--- src/hw/rtl/nsr_pkg.sv ---
// Shared types and constants of the Newton square root block.
// No dependencies; used by every other file except nsr_stream_if and the macro header.
`default_nettype none

package nsr_pkg;

  localparam int MAX_ITERATIONS = 32;
  localparam int FRAC_BITS      = 16;

  localparam int DATA_W = 32;
  localparam int IDX_W  = 6;
  localparam int ADDR_W = 3;

  localparam logic [DATA_W-1:0] TOL_RESET = 32'd655;

  // register index (paddr word select)
  localparam logic REG_TOLERANCE = 1'b0;

  typedef struct packed {
    logic [DATA_W-1:0] root_operand;
  } in_t;

  typedef struct packed {
    logic [IDX_W-1:0]  iteration_index;
    logic [DATA_W-1:0] estimate;
    logic              converged;
    logic              last;
  } out_t;

  // controller -> datapath
  typedef struct packed {
    logic load;
    logic square;
    logic diff;
    logic absval;
    logic check;
    logic emit;
    logic div_start;
    logic update;
  } cmd_t;

  // datapath -> controller
  typedef struct packed {
    logic last;
    logic out_free;
    logic div_busy;
  } status_t;

endpackage

`default_nettype wire

--- src/hw/rtl/nsr_stream_if.sv ---
// Valid/ready stream interface used for the request and result channels.
// Payload type is a parameter, taken from nsr_pkg by the instantiating code.
`default_nettype none

interface nsr_stream_if #(
  parameter type payload_t = logic
);
  logic     valid;
  logic     ready;
  payload_t payload;

  modport source (output valid, output payload, input ready);
  modport sink   (input valid, input payload, output ready);
endinterface

`default_nettype wire

--- src/hw/rtl/nsr_apb_regs.sv ---
// APB-style configuration register file: holds the tolerance register.
// Depends on nsr_pkg.
`default_nettype none

module nsr_apb_regs (
  input  wire logic                         clk_i,
  input  wire logic                         rst_ni,
  input  wire logic                         psel,
  input  wire logic                         penable,
  input  wire logic                         pwrite,
  input  wire logic [nsr_pkg::ADDR_W-1:0]   paddr,
  input  wire logic [nsr_pkg::DATA_W-1:0]   pwdata,
  output logic      [nsr_pkg::DATA_W-1:0]   prdata,
  output logic                              pready,
  output logic      [nsr_pkg::DATA_W-1:0]   tolerance_o
);

  logic [nsr_pkg::DATA_W-1:0] tolerance_q;
  logic [nsr_pkg::DATA_W-1:0] tolerance_d;
  logic                       sel_tol;
  logic                       wr_en;

  assign pready  = 1'b1;
  assign sel_tol = (paddr[2] == nsr_pkg::REG_TOLERANCE);
  assign wr_en   = psel && penable && pwrite && pready;

  always_comb begin
    tolerance_d = tolerance_q;
    if (wr_en && sel_tol) begin
      tolerance_d = pwdata;
    end
  end

  always_ff @(posedge clk_i or negedge rst_ni) begin
    if (!rst_ni) begin
      tolerance_q <= nsr_pkg::TOL_RESET;
    end else begin
      tolerance_q <= tolerance_d;
    end
  end

  assign prdata      = sel_tol ? tolerance_q : '0;
  assign tolerance_o = tolerance_q;

endmodule

`default_nettype wire

--- src/hw/rtl/nsr_divider.sv ---
// Radix-4 restoring divider: two quotient bits per cycle.
// Quotient must fit in 2*QSTEPS bits and remainder in 33 bits. Depends on nsr_pkg.
`default_nettype none

module nsr_divider #(
  parameter int QSTEPS = (32 + nsr_pkg::FRAC_BITS + 1) / 2
) (
  input  wire logic                  clk_i,
  input  wire logic                  rst_ni,
  input  wire logic                  start_i,
  input  wire logic [63:0]           dividend_i,
  input  wire logic [32:0]           divisor_i,
  output logic                       busy_o,
  output logic      [2*QSTEPS-1:0]   quotient_o
);

  localparam int QW = 2 * QSTEPS;
  localparam int CW = $clog2(QSTEPS + 1);

  logic [32:0]   rem_q;
  logic [32:0]   rem_d;
  logic [32:0]   div_q;
  logic [QW-1:0] dl_q;
  logic [QW-1:0] quo_q;
  logic [CW-1:0] cnt_q;
  logic          busy_q;

  logic [33:0] t1;
  logic [33:0] t1r;
  logic [33:0] t2;
  logic [33:0] t2r;
  logic        ge1;
  logic        ge2;

  always_comb begin
    t1  = {rem_q, dl_q[QW-1]};
    ge1 = (t1 >= {1'b0, div_q});
    t1r = ge1 ? (t1 - {1'b0, div_q}) : t1;
    t2  = {t1r[32:0], dl_q[QW-2]};
    ge2 = (t2 >= {1'b0, div_q});
    t2r = ge2 ? (t2 - {1'b0, div_q}) : t2;
    rem_d = t2r[32:0];
  end

  always_ff @(posedge clk_i or negedge rst_ni) begin
    if (!rst_ni) begin
      busy_q <= 1'b0;
      cnt_q  <= '0;
    end else if (start_i) begin
      busy_q <= 1'b1;
      cnt_q  <= CW'(QSTEPS);
    end else if (busy_q) begin
      cnt_q <= cnt_q - CW'(1);
      if (cnt_q == CW'(1)) begin
        busy_q <= 1'b0;
      end
    end
  end

  always_ff @(posedge clk_i) begin
    if (start_i) begin
      // top dividend bits are below the divisor since the quotient fits QW bits
      rem_q <= 33'(dividend_i[63:QW]);
      dl_q  <= dividend_i[QW-1:0];
      div_q <= divisor_i;
      quo_q <= '0;
    end else if (busy_q) begin
      rem_q <= rem_d;
      dl_q  <= {dl_q[QW-3:0], 2'b00};
      quo_q <= {quo_q[QW-3:0], ge1, ge2};
    end
  end

  assign busy_o     = busy_q;
  assign quotient_o = quo_q;

endmodule

`default_nettype wire

--- src/hw/rtl/nsr_datapath.sv ---
// Datapath: estimate, square, error magnitude, tolerance test, divider, output register.
// Depends on nsr_pkg and nsr_divider.
`default_nettype none

module nsr_datapath #(
  parameter int MAX_ITERATIONS = nsr_pkg::MAX_ITERATIONS,
  parameter int FRAC_BITS      = nsr_pkg::FRAC_BITS
) (
  input  wire logic                        clk_i,
  input  wire logic                        rst_ni,
  input  wire logic [nsr_pkg::DATA_W-1:0]  operand_i,
  input  wire logic [nsr_pkg::DATA_W-1:0]  tolerance_i,
  input  wire nsr_pkg::cmd_t               cmd_i,
  output nsr_pkg::status_t                 status_o,
  output logic                             out_valid_o,
  input  wire logic                        out_ready_i,
  output nsr_pkg::out_t                    out_payload_o
);

  localparam int QSTEPS = (32 + FRAC_BITS + 1) / 2;
  localparam int QW     = 2 * QSTEPS;
  localparam logic [31:0] ONE = 32'd1 << FRAC_BITS;

  logic [31:0] v_q;
  logic [31:0] x_q;
  logic [31:0] x_d;
  logic [5:0]  i_q;
  logic [63:0] sq_q;
  logic [64:0] diff_q;
  logic [63:0] mag_q;
  logic        above_q;
  logic        met_q;
  logic        limit_q;

  logic        out_valid_q;
  nsr_pkg::out_t out_q;

  logic [63:0] vs;
  logic [63:0] tol;
  logic [QW-1:0] delta;
  logic        div_busy;
  logic [32:0] sum;

  assign vs  = 64'(v_q) << FRAC_BITS;
  assign tol = 64'(tolerance_i) << FRAC_BITS;

  nsr_divider #(
    .QSTEPS(QSTEPS)
  ) u_div (
    .clk_i     (clk_i),
    .rst_ni    (rst_ni),
    .start_i   (cmd_i.div_start),
    .dividend_i(mag_q),
    .divisor_i ({x_q, 1'b0}),
    .busy_o    (div_busy),
    .quotient_o(delta)
  );

  // next estimate from the correction
  always_comb begin
    sum = {1'b0, x_q} + {1'b0, delta[31:0]};
    if (above_q) begin
      x_d = (delta >= QW'(x_q)) ? 32'd1 : (x_q - delta[31:0]);
    end else if ((|delta[QW-1:32]) || sum[32]) begin
      x_d = 32'hFFFF_FFFF;
    end else begin
      x_d = sum[31:0];
    end
  end

  always_ff @(posedge clk_i) begin
    if (cmd_i.load) begin
      v_q <= operand_i;
      x_q <= (operand_i > ONE) ? operand_i : ONE;
      i_q <= '0;
    end
    if (cmd_i.square) begin
      sq_q <= 64'(x_q) * 64'(x_q);
    end
    if (cmd_i.diff) begin
      diff_q <= {1'b0, sq_q} - {1'b0, vs};
    end
    if (cmd_i.absval) begin
      above_q <= !diff_q[64];
      mag_q   <= diff_q[64] ? (~diff_q[63:0] + 64'd1) : diff_q[63:0];
    end
    if (cmd_i.check) begin
      met_q   <= (mag_q <= tol);
      limit_q <= (i_q >= 6'(MAX_ITERATIONS));
    end
    if (cmd_i.update) begin
      x_q <= x_d;
      i_q <= i_q + 6'd1;
    end
    if (cmd_i.emit) begin
      out_q.iteration_index <= i_q;
      out_q.estimate        <= x_q;
      out_q.converged       <= met_q;
      out_q.last            <= met_q || limit_q;
    end
  end

  always_ff @(posedge clk_i or negedge rst_ni) begin
    if (!rst_ni) begin
      out_valid_q <= 1'b0;
    end else if (cmd_i.emit) begin
      out_valid_q <= 1'b1;
    end else if (out_ready_i) begin
      out_valid_q <= 1'b0;
    end
  end

  assign out_valid_o   = out_valid_q;
  assign out_payload_o = out_q;

  assign status_o.last     = met_q || limit_q;
  assign status_o.out_free = !out_valid_q || out_ready_i;
  assign status_o.div_busy = div_busy;

endmodule

`default_nettype wire

--- src/hw/rtl/nsr_ctrl.sv ---
// Controller FSM: sequences load, square, error test, result, divide and update.
// Depends on nsr_pkg.
`default_nettype none

module nsr_ctrl (
  input  wire logic              clk_i,
  input  wire logic              rst_ni,
  input  wire logic              in_valid_i,
  output logic                   in_ready_o,
  input  wire nsr_pkg::status_t  status_i,
  output nsr_pkg::cmd_t          cmd_o
);

  typedef enum logic [3:0] {
    IDLE,
    SQUARE,
    DIFF,
    ABSVAL,
    CHECK,
    WAIT_OUT,
    EMIT,
    DIV_START,
    DIV_WAIT,
    UPDATE
  } state_e;

  state_e        state_q;
  logic          ready_q;
  nsr_pkg::cmd_t cmd_q;

  // the command of a state is registered on entry, so it runs while in that state
  always_ff @(posedge clk_i or negedge rst_ni) begin
    if (!rst_ni) begin
      state_q <= IDLE;
      ready_q <= 1'b1;
      cmd_q   <= '0;
    end else begin
      cmd_q <= '0;
      case (state_q)
        IDLE: begin
          if (in_valid_i && ready_q) begin
            state_q      <= SQUARE;
            ready_q      <= 1'b0;
            cmd_q.square <= 1'b1;
          end
        end
        SQUARE: begin
          state_q    <= DIFF;
          cmd_q.diff <= 1'b1;
        end
        DIFF: begin
          state_q      <= ABSVAL;
          cmd_q.absval <= 1'b1;
        end
        ABSVAL: begin
          state_q     <= CHECK;
          cmd_q.check <= 1'b1;
        end
        CHECK: begin
          state_q <= WAIT_OUT;
        end
        WAIT_OUT: begin
          // once free, the slot stays free until we load it
          if (status_i.out_free) begin
            state_q    <= EMIT;
            cmd_q.emit <= 1'b1;
          end
        end
        EMIT: begin
          if (status_i.last) begin
            state_q <= IDLE;
            ready_q <= 1'b1;
          end else begin
            state_q         <= DIV_START;
            cmd_q.div_start <= 1'b1;
          end
        end
        DIV_START: begin
          state_q <= DIV_WAIT;
        end
        DIV_WAIT: begin
          if (!status_i.div_busy) begin
            state_q      <= UPDATE;
            cmd_q.update <= 1'b1;
          end
        end
        UPDATE: begin
          state_q      <= SQUARE;
          cmd_q.square <= 1'b1;
        end
        default: begin
          state_q <= IDLE;
          ready_q <= 1'b1;
        end
      endcase
    end
  end

  // the operand is captured at the accepting edge, while the payload is still valid
  always_comb begin
    cmd_o      = cmd_q;
    cmd_o.load = (state_q == IDLE) && in_valid_i && ready_q;
  end

  assign in_ready_o = ready_q;

endmodule

`default_nettype wire

--- src/hw/rtl/newton_square_root_top.sv ---
// Newton-Raphson square root, unsigned Q16.16 in and out. One operand is taken
// at a time; a result is produced for the start estimate and for every iterate,
// the final one marked last and flagged converged or not. Each further iterate
// passes the radix-4 divider, which produces two quotient bits per cycle, then
// the update, square, error and output steps; a stall on the result channel
// holds the run. Tolerance is written over the APB port at byte address 0 and
// resets to 655.
// Depends on nsr_pkg, nsr_stream_if, nsr_apb_regs, nsr_ctrl, nsr_datapath.
`default_nettype none

module newton_square_root_top #(
  parameter int MAX_ITERATIONS = nsr_pkg::MAX_ITERATIONS,
  parameter int FRAC_BITS      = nsr_pkg::FRAC_BITS
) (
  input  wire logic                         clk_i,
  input  wire logic                         rst_ni,
  input  wire logic                         psel,
  input  wire logic                         penable,
  input  wire logic                         pwrite,
  input  wire logic [nsr_pkg::ADDR_W-1:0]   paddr,
  input  wire logic [nsr_pkg::DATA_W-1:0]   pwdata,
  output logic      [nsr_pkg::DATA_W-1:0]   prdata,
  output logic                              pready,
  nsr_stream_if.sink                        in_i,
  nsr_stream_if.source                      out_o
);

  logic [nsr_pkg::DATA_W-1:0] tolerance;
  nsr_pkg::cmd_t              cmd;
  nsr_pkg::status_t           status;
  logic                       in_ready;
  logic                       out_valid;
  nsr_pkg::out_t              out_payload;

  nsr_apb_regs u_regs (
    .clk_i      (clk_i),
    .rst_ni     (rst_ni),
    .psel       (psel),
    .penable    (penable),
    .pwrite     (pwrite),
    .paddr      (paddr),
    .pwdata     (pwdata),
    .prdata     (prdata),
    .pready     (pready),
    .tolerance_o(tolerance)
  );

  nsr_ctrl u_ctrl (
    .clk_i     (clk_i),
    .rst_ni    (rst_ni),
    .in_valid_i(in_i.valid),
    .in_ready_o(in_ready),
    .status_i  (status),
    .cmd_o     (cmd)
  );

  nsr_datapath #(
    .MAX_ITERATIONS(MAX_ITERATIONS),
    .FRAC_BITS     (FRAC_BITS)
  ) u_dp (
    .clk_i        (clk_i),
    .rst_ni       (rst_ni),
    .operand_i    (in_i.payload.root_operand),
    .tolerance_i  (tolerance),
    .cmd_i        (cmd),
    .status_o     (status),
    .out_valid_o  (out_valid),
    .out_ready_i  (out_o.ready),
    .out_payload_o(out_payload)
  );

  assign in_i.ready    = in_ready;
  assign out_o.valid   = out_valid;
  assign out_o.payload = out_payload;

endmodule

`default_nettype wire

--- src/flat_wrapper.sv ---
// flat-port wrapper written by rule: the top's interface ports become plain ports
module newton_square_root_top_flat import nsr_pkg::*;
#(
  parameter int MAX_ITERATIONS = nsr_pkg::MAX_ITERATIONS,
  parameter int FRAC_BITS      = nsr_pkg::FRAC_BITS
)
  (clk_i, rst_ni, psel, penable, pwrite, paddr, pwdata, prdata, pready, in_i_valid, in_i_payload, in_i_ready, out_o_valid, out_o_payload, out_o_ready);
  nsr_stream_if #(.payload_t(in_t)) in_i_i ();
  nsr_stream_if #(.payload_t(out_t)) out_o_i ();
  input  wire logic clk_i;
  input  wire logic rst_ni;
  input  wire logic psel;
  input  wire logic penable;
  input  wire logic pwrite;
  input  wire logic [nsr_pkg::ADDR_W-1:0] paddr;
  input  wire logic [nsr_pkg::DATA_W-1:0] pwdata;
  output logic      [nsr_pkg::DATA_W-1:0] prdata;
  output logic pready;
  input wire logic [$bits(in_i_i.valid)-1:0] in_i_valid;
  input wire logic [$bits(in_i_i.payload)-1:0] in_i_payload;
  output wire logic [$bits(in_i_i.ready)-1:0] in_i_ready;
  output wire logic [$bits(out_o_i.valid)-1:0] out_o_valid;
  output wire logic [$bits(out_o_i.payload)-1:0] out_o_payload;
  input wire logic [$bits(out_o_i.ready)-1:0] out_o_ready;
  assign in_i_i.valid = in_i_valid;
  assign in_i_i.payload = in_i_payload;
  assign in_i_ready = in_i_i.ready;
  assign out_o_valid = out_o_i.valid;
  assign out_o_payload = out_o_i.payload;
  assign out_o_i.ready = out_o_ready;
  newton_square_root_top #(.MAX_ITERATIONS(MAX_ITERATIONS), .FRAC_BITS(FRAC_BITS)) u_core (.clk_i(clk_i), .rst_ni(rst_ni), .psel(psel), .penable(penable), .pwrite(pwrite), .paddr(paddr), .pwdata(pwdata), .prdata(prdata), .pready(pready), .in_i(in_i_i), .out_o(out_o_i));
endmodule
--- config.mk ---
export PLATFORM = sky130hd
export DESIGN_NAME = newton_square_root_top_flat
export DESIGN_NICKNAME = d
export VERILOG_FILES = /design/src/hw/rtl/nsr_pkg.sv /design/src/hw/rtl/nsr_stream_if.sv /design/src/hw/rtl/nsr_apb_regs.sv /design/src/hw/rtl/nsr_divider.sv /design/src/hw/rtl/nsr_datapath.sv /design/src/hw/rtl/nsr_ctrl.sv /design/src/hw/rtl/newton_square_root_top.sv /design/src/flat_wrapper.sv
export SDC_FILE = /design/constraint.sdc
export NUM_CORES = 2
export LEC_CHECK = 0
export BUFFER_PORTS_ARGS = -buffer_cell sky130_fd_sc_hd__buf_4
export CORE_MARGIN = 4
export CORE_UTILIZATION = 23
export DETAILED_ROUTE_END_ITERATION = 6
export PLACE_DENSITY = 0.39
export SLEW_MARGIN = 20
export SYNTH_ARGS = -nofsm -noshare
export SYNTH_HDL_FRONTEND = slang
export SYNTH_SLANG_ARGS = --single-unit
--- constraint.sdc ---
create_clock -name clk_i -period 9.5 [get_ports clk_i]
set_clock_uncertainty 0.1 [all_clocks]
set_input_delay 1.425 -clock clk_i [delete_from_list [all_inputs] [get_ports clk_i]]
set_output_delay 1.425 -clock clk_i [all_outputs]
set_load 0.1 [all_outputs]
==> impl_results.md <==
- CTS sink count: ~520
- Die Height: about 520 um
- Sequential cell area fraction in the yosys report: 0.246
- Number of flops mapped to enable cells by yosys: 400
- Post-Synth Adder-Cell Area: 0.380
- Die ar.: ~270000 um2
- Crit path launch type: register
- # Max-Cap Violations: 0
- Worst slew pin tran: 1.14 ns
- # rows: between 150 and 200
- Die width: just over 500 um
- Outcome: finished, final reports clean
- Most frequent cells in the layout: 1254 x inv_1, 798 x fa_1, 579 x nor2_1
- Clk buf depth: 3
- Net count after synthesis: approximately 7500
- Largest family of logic cells by synthesized area: adder cells
- Wire per inst: about 21 um
- 1st-iter DRT viols: roughly 2700
- CP Data Required Time: between 9 and 10 ns
- Largest stage delay on the critical path: approximately 0.57 ns
- Vias in the first global route: about 45000
- Hold-fix buffers, CTS: 0
- Synth async-reset ratio: 0.0988
- DRC: 0
- Root Driver: clkbuf_16
- RSZ-0062 raised after global routing: no
- Min Tclk post-route: between 9 and 10 ns
- Crit-path slowest cell: fa_1
- Final Cycle Share: 0.952
- Arrival time at the worst endpoint: ~9.3 ns
- I/O pin count: roughly 150
- DR vias/cell: ~4.4
- Post-CTS setup buffer count: 0
- Relative slew slack: 0.237
- IO buf count: between 100 and 150
- Syn Std Cell Area: approximately 59000 um2
- Fillers: ~28000
- Number of nets in the layout: 7667
- Initial antenna violation count: 13
- Hold WC Path Type: reg -> reg
- Synth Area in Simple Gates: 0.108
- Syn Inst Count: 6136
- Final setup fails: 0
- Post-synthesis xor/xnor area fraction: 0.0400
- CTS tree: built
- Synth warn: 0
- Initial Util: 0.231
- Reg-to-Reg Start: u_core.u_dp.x_q[9]
- Share of post-route cells with drive strength above 1: 0.0914
- Setup TNS: 0 ns
- Placed wire-length estimate: 169000 um
- RePlAce Congestion: approximately 0.9
- Mux share of post-synthesis cell area: 0.0273
- Crit end category: register
- Synth Area in Compound Gates: 0.104
- Commonest non-fill, non-tap cell in the layout: inv_1
- Hold Vio Cnt, Final: 0
- Post-Route WL: between 200000 and 250000 um
- Mean Syn Cell Area: a little under 10 um2
- Achievable clock frequency: between 100 and 150 MHz
- First-pass GRT wire length: 305000 um
- Area delta synth->final: 13.2%
- First-pass iteration count of the detailed router: 6
- Cell variety after synth: 96
- Clock Pin Slew Worst Setup and Hold Paths: ~0.060 ns
- Post-route ant nets: 0
- Worst-Skew Late Latency: roughly 0.67 ns
- H-tree levels: 3
- Area of the core: about 260000 um2
- Flops & latches, synth: 516
- GRT Total Usage: 0.155
- CP startpoint: u_core.u_dp.x_q[9]
- Most used flip-flop cell after synthesis: edfxtp_1
- Cell mode on critical path: fa_1
- Largest net degree at the start of global routing: between 70 and 80
- TritonCTS buffer count: between 60 and 70
- Total grt overflow: 0
- Final Max Tran Viols: 0
- Vias: ~43000
- Hold Path Origin: u_core.u_dp.sq_q[9]
- Crit-path max FO: 10
- Setup Crit Path Kind: reg -> reg
[layout make-up]
cell class	instances	area, um2	share of cell area
flip-flops and latches	516	14600	0.217
clock buffers	80	1750	0.0260
clock inverters	42	434	0.00646
repair buffers	299	2310	0.0343
multi-input cells	4125	39200	0.582
inverters	1262	4740	0.0706
diodes	1	2.50	0.0000372
well taps	3384	4230	0.0630
[registers in the layout (all words and copies together), names as in the netlist]
name,flops
u_core.u_ctrl.cmd_o,7
u_core.u_ctrl.in_ready_o,1
u_core.u_ctrl.state_q,4
u_core.u_dp.above_q,1
u_core.u_dp.diff_q,64
u_core.u_dp.i_q,6
u_core.u_dp.limit_q,1
u_core.u_dp.mag_q,64
u_core.u_dp.met_q,1
u_core.u_dp.out_payload_o,40
u_core.u_dp.out_valid_o,1
u_core.u_dp.sq_q,63
u_core.u_dp.u_div.busy_o,1
u_core.u_dp.u_div.cnt_q,5
u_core.u_dp.u_div.div_q,32
u_core.u_dp.u_div.dl_q,48
u_core.u_dp.u_div.quotient_o,48
u_core.u_dp.u_div.rem_q,33
u_core.u_dp.v_q,32
u_core.u_dp.x_q,32
u_core.u_regs.tolerance_o,32
[timing repair]
| action | 4_1_cts | 5_1_grt |
|---|---|---|
| hold endpoints to repair | 0 | 0 |
| setup endpoints to repair | 0 | 2 |
| gates resized for setup | 0 | 3 |
[final timing paths]
path                                            endpoint  slack (ns)  depth (start not counted)
min reg2reg                        u_core.u_dp.diff_q[9]        0.31                          0
min                                u_core.u_dp.diff_q[9]        0.31                          0
max reg2reg                         u_core.u_dp.sq_q[56]        0.46                         31
max in group asynchronous         u_core.u_ctrl.cmd_o[1]        8.04                          1
max                                 u_core.u_dp.sq_q[56]        0.46                         31
min in group asynchronous  u_core.u_regs.tolerance_o[30]        0.70                          1
[cells in the mapped netlist (40+ instances only)]
library cell  count  share of area
a21o_1           79          0.010
a21oi_1         295          0.025
a31oi_1          46         0.0048
clkbuf_1        193          0.012
dfrtp_1          44          0.019
dfxtp_1          65          0.022
edfxtp_1        400           0.20
fa_1            798           0.27
ha_1            525           0.11
inv_1          1254          0.079
mux2_2           94          0.018
mux2i_1          56         0.0094
nand2_1         438          0.028
nand2b_1         54         0.0057
nand3_1          49         0.0041
nor2_1          580          0.037
nor2b_1          40         0.0042
nor3_1           58         0.0049
o21ai_0         174          0.015
xnor2_1         194          0.029
xor2_1           77          0.011
[routing by layer]
layer  track usage  vias up  share of wire
met2         0.259      996           0.47
met5             0        -       0.000063
met4        0.0403        2          0.026
li1              -    20200              -
met1         0.213    21800           0.46
met3        0.0148      192          0.041
[metrics by stage]
stage | setup slack (ns) | cells | hold WS, ns | util | area (um2)
CTS | 0.235 | 9708 | 0.315 | 0.262 | 67200
floorplan | 1.21 | 6136 | 0.300 | - | 59400
detailed placement | 0.299 | 9586 | 0.309 | 0.253 | 65100
finish | 0.455 | 9709 | 0.309 | 0.262 | 67200
global route | 0.134 | 9708 | 0.316 | 0.262 | 67200
global placement | 0.315 | 9586 | 0.307 | 0.253 | 65100
[kinds of logic after synthesis]
logic type	count (synthesis)
adders and majority gates	1323
other	1
and+or+nand+nor	1435
AOI/OAI and AO/OA	945
xor gates and xnor gates	271
DFF	516
buffers and inverters	1495
muxes	150
[critical path, delay by kind of cell, from the launching register on]
kind | cells | cell delay, ns
xor gates and xnor gates | 1 | 0.12
AOI/OAI and AO/OA | 8 | 1.96
adders and majority gates | 9 | 4.23
and+or+nand+nor | 2 | 0.32
DFF | 1 | 0.34
buffers and inverters | 11 | 1.71
Power is not shown: default switching activity piles up to over one toggle a cycle in this logic, so the estimate is an artifact.
